==> config.mk <==
export PLATFORM = sky130hd
export DESIGN_NAME = dns_message_wire_validator
export DESIGN_NICKNAME = d
export VERILOG_FILES = /design/src/rtl/core/dmwv_pkg.sv /design/src/rtl/core/dns_message_wire_validator.sv
export SDC_FILE = /design/constraint.sdc
export NUM_CORES = 1
export LEC_CHECK = 0
export CELL_PAD_IN_SITES_DETAIL_PLACEMENT = 1
export CELL_PAD_IN_SITES_GLOBAL_PLACEMENT = 2
export CORE_AREA = 2 2 196 246
export CTS_CLUSTER_DIAMETER = 80
export DETAILED_ROUTE_END_ITERATION = 16
export DIE_AREA = 0 0 198 248
export DONT_BUFFER_PORTS = 1
export GPL_TIMING_DRIVEN = 0
export PLACE_DENSITY = 0.9
export SYNTH_ARGS = -nofsm -noshare
export SYNTH_HDL_FRONTEND = slang
export SYNTH_SLANG_ARGS = --single-unit
==> constraint.sdc <==
create_clock -name clk -period 14.9 [get_ports clk]
set_input_delay 0 -clock clk [delete_from_list [all_inputs] [get_ports clk]]
set_output_delay 0 -clock clk [all_outputs]
set_load 0.01 [all_outputs]
==> src/rtl/core/dmwv_pkg.sv <==
`default_nettype none
// ----------------------------------------------------------------------------
// dmwv_pkg: shared types and constants for the dns message wire validator
// parse phases, drop reason codes, name limits and result field layout
// ----------------------------------------------------------------------------
package dmwv_pkg;

	// name and offset limits
	localparam int MAX_NAME_LEN    = 255;
	localparam int MAX_LABEL_LEN   = 63;
	localparam int MAX_LABEL_COUNT = 127;
	localparam int OFFSET_BITS     = 16;

	// header layout
	localparam int HDR_BYTES  = 12;
	localparam int FIXED_PART = 10;

	// compression pointer lead bits
	localparam logic [7:0] PTR_MASK  = 8'hC0;
	localparam logic [7:0] PTR_LOW   = 8'h3F;

	// configuration register indexes
	typedef enum logic [1:0] {
		CFG_ACCEPT_QUERY    = 2'd0,
		CFG_ACCEPT_RESPONSE = 2'd1,
		CFG_SKIP_WALK       = 2'd2,
		CFG_UNUSED          = 2'd3
	} cfg_index_t;

	// parse phase of the byte walker
	typedef enum logic [3:0] {
		PH_HDR     = 4'd0,
		PH_QNAME   = 4'd1,
		PH_QPTR    = 4'd2,
		PH_QFIX    = 4'd3,
		PH_RNAME   = 4'd4,
		PH_RPTR    = 4'd5,
		PH_RFIX    = 4'd6,
		PH_RDATA   = 4'd7,
		PH_WALKED  = 4'd8,
		PH_SKIPPED = 4'd9,
		PH_ERR     = 4'd10
	} phase_t;

	// drop reason codes
	typedef enum logic [2:0] {
		DR_NONE     = 3'd0,
		DR_SHORT    = 3'd1,
		DR_QR       = 3'd2,
		DR_QDCOUNT  = 3'd3,
		DR_NAME     = 3'd4,
		DR_POINTER  = 3'd5,
		DR_RDLEN    = 3'd6,
		DR_TRAILING = 3'd7
	} drop_reason_t;

	// result tdata layout, lowest bit first
	localparam int F_ACCEPTED  = 0;
	localparam int F_REASON    = 1;
	localparam int F_MSG_ID    = 4;
	localparam int F_FLAGS     = 20;
	localparam int F_HAS_Q     = 36;
	localparam int F_QTYPE     = 37;
	localparam int F_QCLASS    = 53;
	localparam int F_ANCOUNT   = 69;
	localparam int F_NSCOUNT   = 85;
	localparam int F_ARCOUNT   = 101;
	localparam int F_QEND      = 117;
	localparam int RESULT_BITS = 133;
	localparam int OUT_TDATA_W = ((RESULT_BITS + 7) / 8) * 8;

endpackage : dmwv_pkg
`default_nettype wire

==> src/rtl/core/dns_message_wire_validator.sv <==
`default_nettype none
// ----------------------------------------------------------------------------
// dns_message_wire_validator: streaming dns message format checker
// the result is registered and valid in the cycle after the last byte is taken
// throughput: one message byte per cycle, unless a result waits unaccepted at the output
// reset: arst_n clears the parse state and the result valid flag at once and
//   loads the accept flags (query 1, response 0, skip walk 0)
// ----------------------------------------------------------------------------
module dns_message_wire_validator (
	input  wire logic                            clk,
	input  wire logic                            arst_n,
	// configuration write port
	input  wire logic                            cfg_we,
	input  wire logic [1:0]                      cfg_addr,
	input  wire logic                            cfg_wdata,
	// message bytes in
	input  wire logic                            s_axis_tvalid,
	output logic                                 s_axis_tready,
	input  wire logic [7:0]                      s_axis_tdata,  // [7:0] data_byte
	input  wire logic                            s_axis_tlast,  // last_byte
	// verdict out
	output logic                                 m_axis_tvalid,
	input  wire logic                            m_axis_tready,
	// [0] accepted, [3:1] drop_reason, [19:4] message_id, [35:20] header_flags,
	// [36] has_question, [52:37] question_type, [68:53] question_class,
	// [84:69] answer_count, [100:85] authority_count,
	// [116:101] additional_count, [132:117] question_end, [135:133] zero
	output logic [dmwv_pkg::OUT_TDATA_W-1:0]    m_axis_tdata
);
	import dmwv_pkg::*;

	typedef struct packed {
		logic        found;
		logic [1:0]  sect;
		logic [15:0] count;
	} sect_sel_t;

	localparam logic [OFFSET_BITS-1:0] OFFSET_LIMIT = '1;

	// configuration registers
	logic acc_query_q, acc_resp_q, skip_walk_q;

	// parse state
	logic [OFFSET_BITS-1:0] off_q,    off_nx;
	phase_t                 phase_q,  phase_nx;
	logic [7:0]             hdr_q  [HDR_BYTES];
	logic [7:0]             hdr_nx [HDR_BYTES];
	logic [15:0]            recs_q,   recs_nx;
	logic [1:0]             sect_q,   sect_nx;
	logic [8:0]             ntot_q,   ntot_nx;
	logic [7:0]             lcnt_q,   lcnt_nx;
	logic [5:0]             lleft_q,  lleft_nx;
	logic [5:0]             ptrh_q,   ptrh_nx;
	logic [3:0]             fcnt_q,   fcnt_nx;
	logic [15:0]            rdleft_q, rdleft_nx;
	drop_reason_t           err_q,    err_nx;
	logic [15:0]            qtype_q,  qtype_nx;
	logic [15:0]            qclass_q, qclass_nx;
	logic [15:0]            qend_q,   qend_nx;

	// output register
	logic                   out_valid_q;
	logic [OUT_TDATA_W-1:0] out_data_q;
	logic [OUT_TDATA_W-1:0] result;

	logic       in_take;
	logic [7:0] c;

	// first nonzero section count at or after start
	function automatic sect_sel_t pick_section(input logic [1:0] start,
		input logic [15:0] c0, input logic [15:0] c1, input logic [15:0] c2);
		sect_sel_t r;
		r = '0;
		if (start == 2'd0 && c0 != 16'd0) begin
			r.found = 1'b1;
			r.sect  = 2'd0;
			r.count = c0;
		end else if (start <= 2'd1 && c1 != 16'd0) begin
			r.found = 1'b1;
			r.sect  = 2'd1;
			r.count = c1;
		end else if (start <= 2'd2 && c2 != 16'd0) begin
			r.found = 1'b1;
			r.sect  = 2'd2;
			r.count = c2;
		end
		return r;
	endfunction

	assign s_axis_tready = !out_valid_q || m_axis_tready;
	assign in_take       = s_axis_tvalid && s_axis_tready;
	assign c             = s_axis_tdata;
	assign m_axis_tvalid = out_valid_q;
	assign m_axis_tdata  = out_data_q;

	// byte walker next state
	logic               do_fail, do_name_done, do_rec_done, do_after_q, do_enter;
	logic               do_start_q;
	drop_reason_t       fail_code;
	logic [1:0]         enter_from;
	logic               is_question;
	logic [OFFSET_BITS:0] off_inc;
	logic [9:0]         ntot_sum;
	logic [7:0]         lcnt_inc;
	logic [15:0]        rd_tmp;
	logic [15:0]        qd_word;
	logic [16:0]        ptr_tgt, ptr_lim;
	sect_sel_t          sel;

	always_comb begin
		hdr_nx    = hdr_q;
		off_nx    = off_q;
		phase_nx  = phase_q;
		recs_nx   = recs_q;
		sect_nx   = sect_q;
		ntot_nx   = ntot_q;
		lcnt_nx   = lcnt_q;
		lleft_nx  = lleft_q;
		ptrh_nx   = ptrh_q;
		fcnt_nx   = fcnt_q;
		rdleft_nx = rdleft_q;
		err_nx    = err_q;
		qtype_nx  = qtype_q;
		qclass_nx = qclass_q;
		qend_nx   = qend_q;

		do_fail      = 1'b0;
		fail_code    = DR_NONE;
		do_name_done = 1'b0;
		do_rec_done  = 1'b0;
		do_after_q   = 1'b0;
		do_enter     = 1'b0;
		do_start_q   = 1'b0;
		enter_from   = 2'd0;
		is_question  = (phase_q == PH_QNAME) || (phase_q == PH_QPTR);
		off_inc      = {1'b0, off_q} + 1'b1;
		ntot_sum     = {1'b0, ntot_q} + 10'd1 + {2'b0, c};
		lcnt_inc     = lcnt_q + 8'd1;
		rd_tmp       = rdleft_q;
		qd_word      = 16'd0;
		ptr_tgt      = 17'({ptrh_q, c});
		ptr_lim      = 17'(off_q) - 17'd1;
		sel          = '0;

		if (off_q >= OFFSET_LIMIT) begin
			// message longer than the offset range
			do_fail   = 1'b1;
			fail_code = DR_TRAILING;
		end else begin
			off_nx = off_inc[OFFSET_BITS-1:0];
			case (phase_q)
				PH_HDR: begin
					if (off_q < OFFSET_BITS'(HDR_BYTES))
						hdr_nx[off_q[3:0]] = c;
					if (off_q == OFFSET_BITS'(HDR_BYTES - 1)) begin
						qd_word = {hdr_nx[4], hdr_nx[5]};
						if (hdr_nx[2][7] ? !acc_resp_q : !acc_query_q) begin
							do_fail   = 1'b1;
							fail_code = DR_QR;
						end else if (qd_word == 16'd1) begin
							do_start_q = 1'b1;
						end else if (qd_word == 16'd0) begin
							do_after_q = 1'b1;
						end else begin
							do_fail   = 1'b1;
							fail_code = DR_QDCOUNT;
						end
					end
				end
				PH_QNAME, PH_RNAME: begin
					if (lleft_q != 6'd0) begin
						lleft_nx = lleft_q - 6'd1;
					end else if ((c & PTR_MASK) == PTR_MASK) begin
						ptrh_nx  = 6'(c & PTR_LOW);
						phase_nx = is_question ? PH_QPTR : PH_RPTR;
					end else if ((c & PTR_MASK) != 8'd0) begin
						do_fail   = 1'b1;
						fail_code = DR_NAME;
					end else if (c == 8'd0) begin
						if ({1'b0, ntot_q} + 10'd1 > 10'(MAX_NAME_LEN)) begin
							do_fail   = 1'b1;
							fail_code = DR_NAME;
						end else begin
							do_name_done = 1'b1;
						end
					end else if (c > 8'(MAX_LABEL_LEN)) begin
						do_fail   = 1'b1;
						fail_code = DR_NAME;
					end else begin
						ntot_nx = ntot_sum[8:0];
						if (ntot_sum + 10'd1 > 10'(MAX_NAME_LEN)) begin
							do_fail   = 1'b1;
							fail_code = DR_NAME;
						end else begin
							lcnt_nx = lcnt_inc;
							if (lcnt_inc > 8'(MAX_LABEL_COUNT)) begin
								do_fail   = 1'b1;
								fail_code = DR_NAME;
							end else begin
								lleft_nx = 6'(c);
							end
						end
					end
				end
				PH_QPTR, PH_RPTR: begin
					// pointer must aim strictly before its own lead byte
					if (ptr_tgt >= ptr_lim) begin
						do_fail   = 1'b1;
						fail_code = DR_POINTER;
					end else begin
						do_name_done = 1'b1;
					end
				end
				PH_QFIX: begin
					case (fcnt_q)
						4'd0:    qtype_nx  = {c, 8'd0};
						4'd1:    qtype_nx  = qtype_q | {8'd0, c};
						4'd2:    qclass_nx = {c, 8'd0};
						default: qclass_nx = qclass_q | {8'd0, c};
					endcase
					fcnt_nx = fcnt_q + 4'd1;
					if (fcnt_q + 4'd1 >= 4'd4)
						do_after_q = 1'b1;
				end
				PH_RFIX: begin
					if (fcnt_q == 4'd8)
						rd_tmp = {c, 8'd0};
					else if (fcnt_q == 4'd9)
						rd_tmp = rdleft_q | {8'd0, c};
					rdleft_nx = rd_tmp;
					fcnt_nx   = fcnt_q + 4'd1;
					if (fcnt_q + 4'd1 >= 4'(FIXED_PART)) begin
						if (rd_tmp == 16'd0)
							do_rec_done = 1'b1;
						else
							phase_nx = PH_RDATA;
					end
				end
				PH_RDATA: begin
					rd_tmp    = rdleft_q - 16'd1;
					rdleft_nx = rd_tmp;
					if (rd_tmp == 16'd0)
						do_rec_done = 1'b1;
				end
				PH_WALKED: begin
					do_fail   = 1'b1;
					fail_code = DR_TRAILING;
				end
				default: ;
			endcase
		end

		// question name begins after the header
		if (do_start_q) begin
			ntot_nx  = 9'd0;
			lcnt_nx  = 8'd0;
			lleft_nx = 6'd0;
			ptrh_nx  = 6'd0;
			phase_nx = PH_QNAME;
		end

		// name finished, fixed part follows
		if (do_name_done) begin
			fcnt_nx = 4'd0;
			if (is_question) begin
				phase_nx = PH_QFIX;
			end else begin
				rdleft_nx = 16'd0;
				phase_nx  = PH_RFIX;
			end
		end

		// one record finished
		if (do_rec_done) begin
			recs_nx = recs_q - 16'd1;
			if (recs_nx == 16'd0) begin
				do_enter   = 1'b1;
				enter_from = sect_q + 2'd1;
			end else begin
				ntot_nx  = 9'd0;
				lcnt_nx  = 8'd0;
				lleft_nx = 6'd0;
				ptrh_nx  = 6'd0;
				phase_nx = PH_RNAME;
			end
		end

		// question section finished
		if (do_after_q) begin
			qend_nx = 16'(off_inc);
			if (skip_walk_q) begin
				phase_nx = PH_SKIPPED;
			end else begin
				do_enter   = 1'b1;
				enter_from = 2'd0;
			end
		end

		// move on to the next section holding records
		if (do_enter) begin
			sel = pick_section(enter_from, {hdr_nx[6], hdr_nx[7]},
				{hdr_nx[8], hdr_nx[9]}, {hdr_nx[10], hdr_nx[11]});
			if (sel.found) begin
				sect_nx  = sel.sect;
				recs_nx  = sel.count;
				ntot_nx  = 9'd0;
				lcnt_nx  = 8'd0;
				lleft_nx = 6'd0;
				ptrh_nx  = 6'd0;
				phase_nx = PH_RNAME;
			end else begin
				phase_nx = PH_WALKED;
			end
		end

		// first error wins
		if (do_fail) begin
			if (err_q == DR_NONE)
				err_nx = fail_code;
			phase_nx = PH_ERR;
		end
	end

	// verdict and reported fields
	drop_reason_t reason;
	logic         hdr_ok, q_ok;

	always_comb begin
		reason = err_nx;
		if (err_nx == DR_NONE) begin
			case (phase_nx)
				PH_HDR, PH_QFIX:    reason = DR_SHORT;
				PH_QNAME, PH_RNAME: reason = DR_NAME;
				PH_QPTR, PH_RPTR:   reason = DR_POINTER;
				PH_RFIX, PH_RDATA:  reason = DR_RDLEN;
				default:            reason = DR_NONE;
			endcase
		end
		hdr_ok = (phase_nx != PH_HDR);
		q_ok   = (qend_nx != 16'd0);

		result = '0;
		result[F_ACCEPTED]     = (reason == DR_NONE);
		result[F_REASON +: 3]  = reason;
		result[F_MSG_ID +: 16] = hdr_ok ? {hdr_nx[0], hdr_nx[1]} : 16'd0;
		result[F_FLAGS +: 16]  = hdr_ok ? {hdr_nx[2], hdr_nx[3]} : 16'd0;
		result[F_HAS_Q]        = hdr_ok && ({hdr_nx[4], hdr_nx[5]} == 16'd1);
		result[F_QTYPE +: 16]  = q_ok ? qtype_nx : 16'd0;
		result[F_QCLASS +: 16] = q_ok ? qclass_nx : 16'd0;
		result[F_ANCOUNT +: 16] = hdr_ok ? {hdr_nx[6], hdr_nx[7]} : 16'd0;
		result[F_NSCOUNT +: 16] = hdr_ok ? {hdr_nx[8], hdr_nx[9]} : 16'd0;
		result[F_ARCOUNT +: 16] = hdr_ok ? {hdr_nx[10], hdr_nx[11]} : 16'd0;
		result[F_QEND +: 16]    = qend_nx;
	end

	// configuration registers
	always_ff @(posedge clk or negedge arst_n) begin
		if (!arst_n) begin
			acc_query_q <= 1'b1;
			acc_resp_q  <= 1'b0;
			skip_walk_q <= 1'b0;
		end else if (cfg_we) begin
			case (cfg_index_t'(cfg_addr))
				CFG_ACCEPT_QUERY:    acc_query_q <= cfg_wdata;
				CFG_ACCEPT_RESPONSE: acc_resp_q  <= cfg_wdata;
				CFG_SKIP_WALK:       skip_walk_q <= cfg_wdata;
				default: ;
			endcase
		end
	end

	// parse state, cleared after the last byte of each message
	always_ff @(posedge clk or negedge arst_n) begin
		if (!arst_n) begin
			off_q    <= '0;
			phase_q  <= PH_HDR;
			for (int i = 0; i < HDR_BYTES; i++)
				hdr_q[i] <= 8'd0;
			recs_q   <= 16'd0;
			sect_q   <= 2'd0;
			ntot_q   <= 9'd0;
			lcnt_q   <= 8'd0;
			lleft_q  <= 6'd0;
			ptrh_q   <= 6'd0;
			fcnt_q   <= 4'd0;
			rdleft_q <= 16'd0;
			err_q    <= DR_NONE;
			qtype_q  <= 16'd0;
			qclass_q <= 16'd0;
			qend_q   <= 16'd0;
		end else if (in_take) begin
			if (s_axis_tlast) begin
				off_q    <= '0;
				phase_q  <= PH_HDR;
				for (int i = 0; i < HDR_BYTES; i++)
					hdr_q[i] <= 8'd0;
				recs_q   <= 16'd0;
				sect_q   <= 2'd0;
				ntot_q   <= 9'd0;
				lcnt_q   <= 8'd0;
				lleft_q  <= 6'd0;
				ptrh_q   <= 6'd0;
				fcnt_q   <= 4'd0;
				rdleft_q <= 16'd0;
				err_q    <= DR_NONE;
				qtype_q  <= 16'd0;
				qclass_q <= 16'd0;
				qend_q   <= 16'd0;
			end else begin
				off_q    <= off_nx;
				phase_q  <= phase_nx;
				hdr_q    <= hdr_nx;
				recs_q   <= recs_nx;
				sect_q   <= sect_nx;
				ntot_q   <= ntot_nx;
				lcnt_q   <= lcnt_nx;
				lleft_q  <= lleft_nx;
				ptrh_q   <= ptrh_nx;
				fcnt_q   <= fcnt_nx;
				rdleft_q <= rdleft_nx;
				err_q    <= err_nx;
				qtype_q  <= qtype_nx;
				qclass_q <= qclass_nx;
				qend_q   <= qend_nx;
			end
		end
	end

	// result valid flag
	always_ff @(posedge clk or negedge arst_n) begin
		if (!arst_n) begin
			out_valid_q <= 1'b0;
		end else if (in_take && s_axis_tlast) begin
			out_valid_q <= 1'b1;
		end else if (m_axis_tready) begin
			out_valid_q <= 1'b0;
		end
	end

	// result payload
	always_ff @(posedge clk) begin
		if (in_take && s_axis_tlast)
			out_data_q <= result;
	end

endmodule : dns_message_wire_validator
`default_nettype wire

# Word-level counts from Yosys, hierarchy flattened
# Memory sizes are Yosys's and may differ from the RTL's.
# Cells that the tools add are included.
# totals
reg_bits,371
romBits,24
in_bits,17
out_inout_bits,138
word_cells,313
n_memories,1
# memory_table
name,depth,word_bits,rd,rd_ports_with_merged_regs,write_ports,line_no,rtl
(name not given),8,3,1,0,0,dns_message_wire_validator.sv:331,case (phase_nx)
# classes
add_sub_neg,11
magnitude_cmp,13
eq_ne,20
n_mux,186
bitwise_logic,4
n_reduce_logical,45
# op_table
operator,count
2-to-1 mux 96 bit,6
2-to-1 mux 16 bit,22
2-to-1 mux 6 bit,25
2-to-1 mux 8 bit,15
2-to-1 mux 9 bit,13
bitwise mux 96 bit,1
case mux 16 bit (2 select lines),3
2-to-1 mux 19 bit,4
2-to-1 mux 4 bit,19
logical NOT 16 bit,4
nonzero test 16 bit,4
2-to-1 mux 3 bit,17
bitwise OR 16 x 8 -> 16 bit,3
2-to-1 mux 1 bit,43
demux 8 bit (select 4 bit),1
equality test 16 x 1 -> 1 bit (second input constant),2
subtractor 16 x 1 -> 16 bit (second input constant),2
2-to-1 mux 2 bit,11
> comparator 10 x 8 -> 1 bit (second input constant),2
greater-or-equal comparator 14 x 17 -> 1 bit,1
subtractor 16 x 1 -> 17 bit (second input constant),1
adder 16 x 1 -> 16 bit (second input constant),1
equality test 16 x 4 -> 1 bit (second input constant),1
equality test 4 x 3 -> 1 bit (second input constant),4
44 further kinds,74

# Depth between registers and ports, before layout
# Gate-level depths: netlist of run 1.
# An unclocked memory read counts as a cell.
# logic_depth
ltp_word,30
mapped_depth,24
mapped_depth_nobuf,22

# Worst setup path before layout of run 1
# OpenSTA, ideal clock, no wires.
# synth_path
path_type,reg2reg
start,register off_q[2]
end,"register out_data_q[116], in the netlist m_axis_tdata[116], data pin"
setup_ns,0.266
t_arrival_ns,4.511
t_required_ns,14.634
path_slack_ns,10.123
path_stages_with_launch,23
path_buffers,3
synth_period_minus_slack_ns,4.777
path_cell_list,dfrtp_1 -> clkbuf_1 -> clkbuf_1 -> nor4_1 -> nand2_1 -> or3_1 -> xor2_1 -> ha_1 -> nand3_1 -> nor2_1 -> o311a_1 -> a2111oi_0 -> o211ai_1 -> a21oi_1 -> nand2_1 -> a31oi_1 -> nor3b_1 -> inv_1 -> ha_1 -> nand3_1 -> nor2_1 -> clkbuf_1 -> nor2_1
# synth_between
elab_chain_len,27
elab_cells_between_ends,72
classes_between,add/sub (1); order compare (7); eq/ne (2); mux (51); bitwise (1); reduce/logical (10)
# synth_rtl
item,line_no,rtl
"start, declared",dns_message_wire_validator.sv:44,"logic [OFFSET_BITS-1:0] off_q, off_nx;"
"start signal, assigned",dns_message_wire_validator.sv:410,off_q <= off_nx;
inverter 4 -> 5 bit (not written as such),dns_message_wire_validator.sv:154,hdr_nx[off_q[3:0]] = c;
greater-or-equal comparator 5 bit (not written as such) or less-than comparator 5 x 1 -> 1 bit (tied branches),dns_message_wire_validator.sv:154,
logical AND 1 bit (not written as such),dns_message_wire_validator.sv:154,
2-to-1 mux 8 bit (not written as such),dns_message_wire_validator.sv:154,
demux 8 bit (select 4 bit),dns_message_wire_validator.sv:154,
bitwise mux 96 bit,dns_message_wire_validator.sv:154,
2-to-1 mux 96 bit,dns_message_wire_validator.sv:153,if (off_q < OFFSET_BITS'(HDR_BYTES))
2-to-1 mux 96 bit,dns_message_wire_validator.sv:151,case (phase_q)
(+11 left out),--,
2-to-1 mux 19 bit,dns_message_wire_validator.sv:82,end else if (start <= 2'd2 && c2 != 16'd0) begin
2-to-1 mux 19 bit,dns_message_wire_validator.sv:78,end else if (start <= 2'd1 && c1 != 16'd0) begin
2-to-1 mux 19 bit,dns_message_wire_validator.sv:74,if (start == 2'd0 && c0 != 16'd0) begin
2-to-1 mux 19 bit,dns_message_wire_validator.sv:300,if (do_enter) begin
2-to-1 mux 4 bit,dns_message_wire_validator.sv:303,if (sel.found) begin
2-to-1 mux 4 bit,dns_message_wire_validator.sv:300,
2-to-1 mux 4 bit,dns_message_wire_validator.sv:317,if (do_fail) begin
nonzero test 4 bit,dns_message_wire_validator.sv:339,hdr_ok = (phase_nx != PH_HDR);
"end signal, assigned",dns_message_wire_validator.sv:443,out_data_q <= result;
"end, declared",dns_message_wire_validator.sv:63,logic [OUT_TDATA_W-1:0] out_data_q;
# Parallel ways exist; a longest one is shown, timed or not. The select of a mux whose other input is x is not followed.
# A chain may end at the register's enable or synchronous reset.

# Worst setup path in the final report of run 1
# layout_path
start,register off_q[0]
end,"register out_data_q[35], in the netlist m_axis_tdata[35], data pin"
# Same word-level chain as after synthesis.

==> results_dict.tcl, run 1 <==
set metrics [dict create \
    syn-mean-instance-area_um2 9.239 \
    portBuffers 0 \
    std_cell_rows 89 \
    wl_per_cell_um 26.79 \
    grt_pass1_vias 19000 \
    setup_slack_ps 7378 \
    post_synth_xor_area_fraction_pct 2.457 \
    slew_headroom_pct 5.974 \
    period_minus_slack_ps 7522 \
    grt_start_max_net_pins 239 \
    status "finished with violations" \
    power_density_mw_per_mm2 144.4 \
    sinks_on_clock_net 371 \
    simple_gate_share_of_the_synthesized_area_pct 20.32 \
    start_util_pct 43.33 \
    ys.flop_type "dfrtp_1" \
    crit_path_end_kind "flip-flop" \
    num-fill-cells 5379 \
    min_path_type "in -> async" \
    synth_compound_area_share_pct 18.21 \
    core_area_mm2 0.04688 \
    synthArstFlopShare_pct 64.15 \
    post-cts-setup-buffer-count 0 \
    critical-path-top-delay-family "simple AND/OR/NAND/NOR gates" \
    synth_top_area_share_pct 29.19 \
    critical_path_class "reg -> reg" \
    detail_route.vias_per_cell 6.209 \
    cts_max_level 2 \
    area_growth_pct 12.20 \
    detail_route.first_pass.iterations 5 \
    fmax_mhz 132.9 \
    finalSetupTns_ps 0 \
    cp.buffers_inverters 4 \
    fin_crit_sh_pct 50.49 \
    timing.max_cap.violations 0 \
    multiInputGateArea_mm2 0.009577 \
    remaining_drc_errors 0 \
    failing_checks "hold timing" \
    setup_violating_endpoint_count_in_the_final_report 0 \
    initial_antenna_violation_count 0 \
    grt-ovfl-total 0 \
    ir_worst_vdd_uv 100.6 \
    worst_pin_slew_ps 1405 \
    share_of_cells_above_drive_strength_1_pct 5.962 \
    later_pin_clock_latency_in_the_skew_report_ps 590 \
    synthDominantAreaCellType "dfrtp_1" \
    nNetsFinal 2324 \
    final-hold-violation-count 12 \
    seq_area_frac_synth_pct 48.98 \
    detailedPlace.worstSlack_ps 7573 \
    ys_ff_latch 371 \
    drv_slew 0 \
    die_w_um 198 \
    cts-buffers-inserted 42 \
    hold_slack_ps -30.32 \
    finalWirelength_mm 78.62 \
    die_height_um 248 \
    synth_edf_count 133 \
    cts_hold_buf 16 \
    clock_tree_from_tritoncts "done" \
    dpl.hpwl_mm 55.25 \
    synth.area.mux_share_pct 3.381 \
    critical-path-slowest-cell "nor2_1" \
    critical_path.cell_chain "inv_1 -> ha_1 -> clkbuf_1 -> nand2_1 -> nor2_1 -> nand2_1 -> xor2_1 -> ha_1 -> a21o_1 -> a211oi_1 -> nor2_1 -> a2111oi_0 -> o211ai_1 -> a21oi_1 -> nand2_1 -> a31oi_1 -> nor3b_1 -> inv_1 -> ha_1 -> nand3_1 -> nor2_1 -> clkbuf_1 -> a21oi_1" \
    synthesis.instances 2199 \
    yosysUniqueCellTypes 88 \
    finalClockSkew_ps 23.23 \
    weighted_congestion_reported_at_the_end_of_routability_driven_placement 0.9501 \
    timing.critical_path.slowest_cell_delay_ps 1060 \
    ioPinCount 155 \
    adder_cell_area_share_of_the_yosys_netlist_pct 2.685 \
    synth_area_mm2 0.02032 \
    synth.yosys.warnings 0 \
    unrepaired_setup_endpoints_after_global_routing "no" \
    insertedDiodeCount 0 \
    globalRouteTotalUtil_pct 32.27 \
    initialDrtViolationCount 1460 \
    number_of_buffers_on_the_longest_clock_path 3 \
    post_synth_main_area_contributors "dfrtp_1, edfxtp_1, nand2_1, o21ai_0, nor2_1" \
    cp_data_required_time_ps 15180 \
    reg_area_mm2 0.009951 \
    grt_first_pass_wirelength_mm 118.4 \
    synth.cells.most_frequent "nand2_1, dfrtp_1, nor2_1" \
    category_of_the_worst_setup_path_launch_point "flip-flop" \
    ant_nets 0 \
    clock-root-buffer "clkbuf_16" \
    fp.dieArea_mm2 0.04910 \
    main_combinational_cell_family_by_area_after_synthesis "simple AND/OR/NAND/NOR gates" \
    clk_pin_slew_ps 70 \
    critical_path_arrival_ps 7800 \
    crit_path_max_fanout 10 \
    leakage_nw 9.578 \
    yosys.cell_count.top_type "nand2_1" \
    vias 18220 \
    ctsResizeCount 0 \
]
==> path summary, 6_finish.rpt <==
check / startpoint / cells after the start / end / slack, ps
worst min-delay path: arst_n / 2 / lcnt_q[5] / -30
min in group clk: s_axis_tdata[6] / 4 / ntot_q[3] / 20
worst min register to register: qend_q[13] / 2 / qend_q[13] / 480
worst max register to register: off_q[0] / 23 / m_axis_tdata[35] / 7380
worst max-delay path: off_q[0] / 23 / m_axis_tdata[35] / 7380
max in group asynchronous: arst_n / 3 / rdleft_q[8] / 13570
==> kinds of logic after synthesis <==
family / after synthesis
compound gates: 577
buf+inv: 204
other cells: 1
mux: 68
flops: 371
xor+xnor: 57
fa+ha+maj: 43
simple gates: 878
==> flip-flops by register name, indices dropped and copies added, names as in the netlist, 3 cells and up <==
signal	flops
err_q	3
fcnt_q	4
hdr_q	96
lcnt_q	8
lleft_q	6
m_axis_tdata	133
ntot_q	9
off_q	16
phase_q	4
ptrh_q	6
qclass_q	16
qend_q	16
qtype_q	16
rdleft_q	16
recs_q	16
==> per-stage QoR <==
step	utilization (%)	cell area, um2	hold slack [ps]	power [mW]	cells
final	48.62	22790	-30.32	3.291	2935
after floorplan	-	20320	-295.6	1.828	2201
after detailed placement	45.15	21170	-272.2	2.172	2840
after global routing	48.62	22790	27.72	3.424	2935
after CTS	48.56	22770	5.534	3.285	2934
after global placement	45.05	21120	-273.1	2.152	2838
==> layout by cell type, fill, tap and decap left out, types with 46 or more instances in the layout <==
cell / instances
inv_1: 54
nor3_1: 46
clkbuf_1: 124
dfrtp_1: 237
a22o_1: 46
edfxtp_1: 133
nor2_1: 232
nand2_1: 325
mux2i_1: 63
o21ai_0: 187
a21oi_1: 124
nand3_1: 60
==> power breakdown <==
part / leakage, nW / switching [mW] / total, mW / internal [mW]
sequential: 4.55 / 0.0676 / 1.24 / 1.18
combinational: 4.34 / 0.717 / 0.964 / 0.247
clock: 0.689 / 0.474 / 1.08 / 0.609
==> cell type report <==
type	count	share of cell area [%]
clock buffers	46	4.765
well taps	637	3.497
multi-input cells	1626	42.01
clock inverters	32	1.477
flip-flops and latches	371	43.65
plain buffers	148	2.596
inverters	56	0.9441
repair buffers	19	1.054
==> layer usage <==
metal / GRT usage (%) / wire length, um
met5: 0 / 0
met2: 54.54 / 37900
met4: 19.04 / 5052
met1: 38.74 / 31120
met3: 5.531 / 4537
(Power assumes the default switching activity.)
==> run 2, diff against run 1 <==
--- a/config.mk
+++ b/config.mk
@@ -5,15 +5,16 @@
 export SDC_FILE = /design/constraint.sdc
 export NUM_CORES = 1
 export LEC_CHECK = 0
+export ABC_AREA = 1
 export CELL_PAD_IN_SITES_DETAIL_PLACEMENT = 1
 export CELL_PAD_IN_SITES_GLOBAL_PLACEMENT = 2
-export CORE_AREA = 2 2 196 246
+export CORE_AREA = 2 2 231 290
 export CTS_CLUSTER_DIAMETER = 80
 export DETAILED_ROUTE_END_ITERATION = 16
-export DIE_AREA = 0 0 198 248
+export DIE_AREA = 0 0 233 292
 export DONT_BUFFER_PORTS = 1
 export GPL_TIMING_DRIVEN = 0
-export PLACE_DENSITY = 0.9
+export PLACE_DENSITY = 0.81
 export SYNTH_ARGS = -nofsm -noshare
 export SYNTH_HDL_FRONTEND = slang
 export SYNTH_SLANG_ARGS = --single-unit
==> constraint.sdc (replaced) <==
create_clock -name clk -period 6.3 [get_ports clk]
set_input_delay 0 -clock clk [delete_from_list [all_inputs] [get_ports clk]]
set_output_delay 0 -clock clk [all_outputs]
set_load 0.01 [all_outputs]
==> results_dict.tcl, run 2 <==
set metrics [dict create \
    num-fill-cells 7961 \
    synth_top_area_share_pct 26.93 \
    main_combinational_cell_family_by_area_after_synthesis "simple AND/OR/NAND/NOR gates" \
    clk_pin_slew_ps 70 \
    worst-r2r-setup-slack_ps 520 \
    layout.cells.non_filler 3884 \
    final_common_cell "nand2_1" \
    crit_path_max_fanout 10 \
    seq_area_frac_synth_pct 45.19 \
    wl_per_cell_um 23.71 \
    yosys.cell_count.top_type "nand2_1" \
    sinks_on_clock_net 371 \
    die_w_um 233 \
    grt_first_pass_wirelength_mm 139.0 \
    fp.dieArea_mm2 0.06804 \
    grt-ovfl-total 0 \
    synth_area_mm2 0.02202 \
    grt_start_max_net_pins 239 \
    post_synth_xor_area_fraction_pct 1.631 \
    final-hold-violation-count 0 \
    slew_headroom_pct 13.72 \
    post-cts-setup-buffer-count 0 \
    clock-root-buffer "clkbuf_16" \
    cp_data_required_time_ps 6660 \
    timing.max_cap.violations 0 \
    finalClockSkew_ps 25.46 \
    area_growth_pct 13.01 \
    finalSetupTns_ps 0 \
    r2r_startpoint "off_q[0]" \
    min_path_type "in -> async" \
    globalRouteTotalUtil_pct 27.03 \
    ys_ff_latch 371 \
    share_of_cells_above_drive_strength_1_pct 5.713 \
    adder_cell_area_share_of_the_yosys_netlist_pct 2.477 \
    cts-buffers-inserted 43 \
    fin_crit_sh_pct 91.79 \
    largest_register_ff_count 133 \
    power_density_mw_per_mm2 444.6 \
    ys.flop_type "dfrtp_1" \
    vias 21210 \
    synth_compound_area_share_pct 14.75 \
    reg_area_mm2 0.009951 \
    critical-path-slowest-cell "ha_1" \
    die_height_um 292 \
    std_cell_rows 105 \
    clock_tree_from_tritoncts "done" \
    number_of_buffers_on_the_longest_clock_path 3 \
    initialDrtViolationCount 1351 \
    critPathMostFrequentCell "nand2_1" \
    cts_max_level 2 \
    placed_cell_area_mm2 0.02317 \
    synth.area.mux_share_pct 0.1477 \
    worst_r2r_path_depth 25 \
    synth_edf_count 133 \
    worst_pin_slew_ps 1294 \
    hold_slack_ps 33.31 \
    crit_path_end_kind "flip-flop" \
    start_util_pct 33.72 \
    leakage_nw 11.58 \
    synthArstFlopShare_pct 64.15 \
    period_minus_slack_ps 5783 \
    setup_violating_endpoint_count_in_the_final_report 0 \
    simple_gate_share_of_the_synthesized_area_pct 27.23 \
    critical_path_arrival_ps 6140 \
    ant_nets 0 \
    detail_route.first_pass.iterations 5 \
    critical_path_class "reg -> reg" \
    drv_slew 0 \
    synthesis.instances 2928 \
    weighted_congestion_reported_at_the_end_of_routability_driven_placement 0.9144 \
    ir_worst_vdd_uv 259.4 \
    synthDominantAreaCellType "dfrtp_1" \
    reg2reg_to "m_axis_tdata[76]" \
    syn-mean-instance-area_um2 7.520 \
    initial_antenna_violation_count 1 \
    grt_pass1_vias 22300 \
    yosysUniqueCellTypes 57 \
    portBuffers 0 \
    ioPinCount 155 \
    finalWirelength_mm 92.08 \
    nNetsFinal 3053 \
    remaining_drc_errors 0 \
    dpl.hpwl_mm 67.47 \
    fmax_mhz 172.9 \
    synth.cells.most_frequent "nand2_1, nor2_1, inv_1" \
    post_synth_main_area_contributors "dfrtp_1, edfxtp_1, nand2_1, o21ai_0, nor2_1" \
    dp.cells 3789 \
    later_pin_clock_latency_in_the_skew_report_ps 620 \
    unrepaired_setup_endpoints_after_global_routing "no" \
    layout.cell_area.non_filler_mm2 0.02488 \
    insertedDiodeCount 0 \
    core_area_mm2 0.06529 \
    multiInputGateArea_mm2 0.01020 \
    category_of_the_worst_setup_path_launch_point "flip-flop" \
    most-common-layout-cells "nand2_1, nor2_1, inv_1, o21ai_0, dfrtp_1" \
    design_power_total_mw 11.06 \
    synth.yosys.warnings 0 \
    timing.critical_path.slowest_cell_delay_ps 650 \
    detail_route.vias_per_cell 5.461 \
    status "finished clean" \
]
-- run 2: changes by cell type after synthesis, sizes merged, moves of 25 or more --
cell / change
a21boi: -35
a21oi: -66
a22o: -42
and3: -29
buf: +25
clkbuf: -36
inv: +239
mux2i: -62
nand2: +574
nand3: +73
nor2: +75
nor4: -34
o21ai: +135
o22ai: +111
-- run 2: per-layer routing --
metal  GRT usage [%]  up-vias  share of wire (%)
li1                -     9849                  -
met1           32.86    10680                 41
met2           46.86      496                 50
met3           3.428      186                3.7
met4           13.27        0                5.4
met5               0        -                  0
-- run 2: per-stage QoR --
| step | util [%] | setup WS (ps) |
|---|---|---|
| 2_1_floorplan | - | 1472 |
| 3_3_place_gp | 35.38 | -329.0 |
| 3_5_place_dp | 35.48 | 602.8 |
| 4_1_cts | 38.07 | 559.5 |
| 5_1_grt | 38.11 | 136.1 |
| 6_report | 38.11 | 517.2 |
-- run 2: layout make-up --
type | count | share of cell area (%)
multi-input cells | 2119 | 40.99
flip-flops and latches | 371 | 39.99
inverters | 303 | 4.591
clock buffers | 48 | 4.400
well taps | 856 | 4.304
plain buffers | 137 | 2.982
clock inverters | 32 | 1.760
repair buffers | 18 | 0.9855
-- run 2: worst max path at each step --
| stage | from | cells past startpoint | slack, ps | endpoint |
|---|---|---|---|---|
| detailed placement | off_q[0] | 25 | 600 | m_axis_tdata[76] |
| finish | off_q[0] | 25 | 520 | m_axis_tdata[76] |
| CTS | off_q[0] | 25 | 560 | m_axis_tdata[76] |
| floorplan | m_axis_tvalid | 4 | 1470 | m_axis_tdata[0] |
| global placement | m_axis_tvalid | 4 | -330 | m_axis_tdata[29] |
| global route | off_q[0] | 29 | 140 | m_axis_tdata[0] |
-- run 2: where the power goes --
part	switching (mW)	internal, mW
Combinational	3.62	1.32
Sequential	0.280	3.06
Clock	1.21	1.58
Total	5.11	5.96
-- run 2: cells by family (layout without fill, tap and decap cells) --
family,after synthesis,after routing
other,1,3
DFF,371,371
AOI/OAI and AO/OA,580,580
muxes,3,3
adders and majority gates,43,43
xor gates and xnor gates,41,41
buffers and inverters,440,538
and+or+nand+nor,1449,1449
-- run 2: timing repair --
item | in CTS | in global routing
endpoints found under the setup margin | 0 | 0
hold buffers | 14 | 0
gates resized for setup | 0 | 0
hold endpoints to repair | 322 | 0
-- run 2: worst max-delay path, delay by kind of cell, from the launching register on --
family          cells  cell delay [ps]
simple gates       14             1930
fa+ha+maj           3             1140
compound gates      5             1110
buf+inv             3              830
flops               1              480
==> run 3, diff against run 2 <==
--- a/config.mk
+++ b/config.mk
@@ -8,13 +8,13 @@
 export ABC_AREA = 1
 export CELL_PAD_IN_SITES_DETAIL_PLACEMENT = 1
 export CELL_PAD_IN_SITES_GLOBAL_PLACEMENT = 2
-export CORE_AREA = 2 2 231 290
+export CORE_AREA = 2 2 211 265
 export CTS_CLUSTER_DIAMETER = 80
 export DETAILED_ROUTE_END_ITERATION = 16
-export DIE_AREA = 0 0 233 292
+export DIE_AREA = 0 0 213 267
 export DONT_BUFFER_PORTS = 1
 export GPL_TIMING_DRIVEN = 0
-export PLACE_DENSITY = 0.81
+export PLACE_DENSITY = 0.9
 export SYNTH_ARGS = -nofsm -noshare
 export SYNTH_HDL_FRONTEND = slang
 export SYNTH_SLANG_ARGS = --single-unit
==> constraint.sdc (replaced) <==
create_clock -name clk -period 7.2 [get_ports clk]
set_input_delay 0 -clock clk [delete_from_list [all_inputs] [get_ports clk]]
set_output_delay 0 -clock clk [all_outputs]
set_load 0.01 [all_outputs]
==> results_dict.tcl, run 3 (synthesis results as in run 2) <==
set metrics [dict create \
    num-fill-cells 6731 \
    dpl.hpwl_mm 65.30 \
    critical_path_class "reg -> reg" \
    power_density_mw_per_mm2 388.1 \
    sinks_on_clock_net 371 \
    finalWirelength_mm 89.94 \
    globalRouteTotalUtil_pct 31.99 \
    timing.max_cap.violations 0 \
    weighted_congestion_reported_at_the_end_of_routability_driven_placement 0.9717 \
    start_util_pct 40.47 \
    ir_worst_vdd_uv 237.4 \
    share_of_cells_above_drive_strength_1_pct 5.713 \
    hold_slack_ps -27.94 \
    grt-ovfl-total 0 \
    portBuffers 0 \
    grt_first_pass_wirelength_mm 136.7 \
    power.share.combinational_pct 44.7 \
    ctsResizeCount 0 \
    die_height_um 267 \
    number_of_buffers_on_the_longest_clock_path 3 \
    drv_slew 0 \
    final-hold-violation-count 2 \
    min_path_type "in -> async" \
    remaining_drc_errors 0 \
    cp_data_required_time_ps 7530 \
    cts_hold_buf 15 \
    layout.cell_area.non_filler_mm2 0.02476 \
    layout.cells.non_filler 3763 \
    detail_route.first_pass.iterations 7 \
    ioPinCount 155 \
    leakage_nw 11.57 \
    worst_pin_slew_ps 1346 \
    placed_cell_area_mm2 0.02305 \
    detail_route.vias_per_cell 5.707 \
    nNetsFinal 3054 \
    timing.critical_path.slowest_cell_delay_ps 630 \
    later_pin_clock_latency_in_the_skew_report_ps 600 \
    critical_path_arrival_ps 6100 \
    core_area_mm2 0.05441 \
    finalSetupTns_ps 0 \
    critPathMostFrequentCell "nand2_1" \
    initialDrtViolationCount 1530 \
    switching_share_pct 45.91 \
    largest_register_ff_count 133 \
    cts-buffers-inserted 42 \
    unrepaired_setup_endpoints_after_global_routing "no" \
    power_switching_mw 4.411 \
    grt_pass1_vias 22580 \
    wl_per_cell_um 23.90 \
    ant_nets 0 \
    fmax_mhz 173.4 \
    setup_violating_endpoint_count_in_the_final_report 0 \
    slew_headroom_pct 10.30 \
    post-cts-setup-buffer-count 0 \
    failing_checks "hold timing" \
    period_minus_slack_ps 5768 \
    crit_path_max_fanout 10 \
    design_power_total_mw 9.608 \
    clock-root-buffer "clkbuf_16" \
    most-common-layout-cells "nand2_1, nor2_1, inv_1, o21ai_0, dfrtp_1" \
    clock_tree_from_tritoncts "done" \
    die_w_um 213 \
    cts_max_level 2 \
    finalClockSkew_ps 22.70 \
    reg_power_share_pct 30.4 \
    category_of_the_worst_setup_path_launch_point "flip-flop" \
    worst_r2r_path_depth 24 \
    dp.cells 3669 \
    power.clock.fraction_pct 24.9 \
    grt_start_max_net_pins 239 \
    critical_path.cell_chain "inv_1 -> ha_1 -> nand2_1 -> nor3_1 -> xor2_1 -> ha_1 -> nand2_1 -> nor2_1 -> nand2_1 -> o21a_1 -> nand3_1 -> nand2_1 -> nand2_1 -> nand2_1 -> nand2_1 -> a21boi_0 -> nor2_1 -> nor2_1 -> nor3_1 -> ha_1 -> nor3b_1 -> buf_4 -> buf_6 -> nor2_1" \
    cp.buffers_inverters 3 \
    crit_path_end_kind "flip-flop" \
    status "finished with violations" \
    path_depth 24 \
    insertedDiodeCount 0 \
    fp.dieArea_mm2 0.05687 \
    vias 21470 \
    p_int_mw 5.197 \
    clk_pin_slew_ps 60 \
    final_common_cell "nand2_1" \
    std_cell_rows 96 \
    critical-path-slowest-cell "ha_1" \
    initial_antenna_violation_count 3 \
    critical-path-top-delay-family "simple AND/OR/NAND/NOR gates" \
    fin_crit_sh_pct 80.12 \
    area_growth_pct 12.43 \
]
## run 3: cell count changes in the layout (fill, tap and decap cells not counted)
cell           previous run  this run
clkinv_2                 11         5
clkinvlp_4                3         9
clkbuf_1                 91        87
clkinv_1                  9        12
buf_16                    2         4
clkinv_4                  5         3
buf_12                    3         2
clkbuf_16                43        42
clkbuf_8                  0         1
clkinv_16                 2         1
clkinv_8                  0         1
dlygate4sd3_1            13        14
inv_8                     0         1
## run 3: final timing paths
path / start / end / slack, ps
min in group clk: s_axis_tdata[0] / hdr_q[88] / 20
hold / removal: arst_n / hdr_q[6] / -30
hold reg to reg: qend_q[10] / qend_q[10] / 480
setup / recovery: off_q[0] / m_axis_tdata[71] / 1430
max in group asynchronous: arst_n / off_q[2] / 5790
setup reg to reg: off_q[0] / m_axis_tdata[71] / 1430
## run 3: area by class of cell
cell class	instances	area (um2)	share of cell area, %
timing repair buffer	20	290.3	1.172
sequential	371	9951	40.19
tap	735	919.6	3.715
inverter	303	1142	4.614
multi-input combinational	2119	10200	41.20
clock buffer	44	1069	4.316
buffer	137	742.0	2.997
clock inverter	34	444.2	1.794
## run 3: stage by stage
step | utilization, % | hold WS [ps] | worst slack, ps
2_1_floorplan | - | -295.6 | 81.91
3_3_place_gp | 42.17 | -269.1 | -2392
3_5_place_dp | 42.36 | -271.1 | 1667
4_1_cts | 45.45 | 2.064 | 1617
5_1_grt | 45.50 | 21.35 | 1083
6_report | 45.50 | -27.94 | 1432
## run 3: power by group through the flow
stage          Combinational [mW]  Clock (mW)  Sequential, mW
4_1_cts                      4.23        2.42            2.92
2_1_floorplan                2.73           0            2.91
3_3_place_gp                 3.96           0            2.95
5_1_grt                      4.72        2.49            2.97
3_5_place_dp                 4.14           0            2.96
6_report                     4.30        2.39            2.92
## run 3: metal layers
layer / GRT usage (%) / vias to the layer above / part of all wire [%]
met2: 54.43 / 740 / 49
met5: 0 / - / 0
met3: 4.871 / 250 / 5.3
met1: 37.96 / 10640 / 39
met4: 19.20 / 0 / 6.8
li1: - / 9841 / -
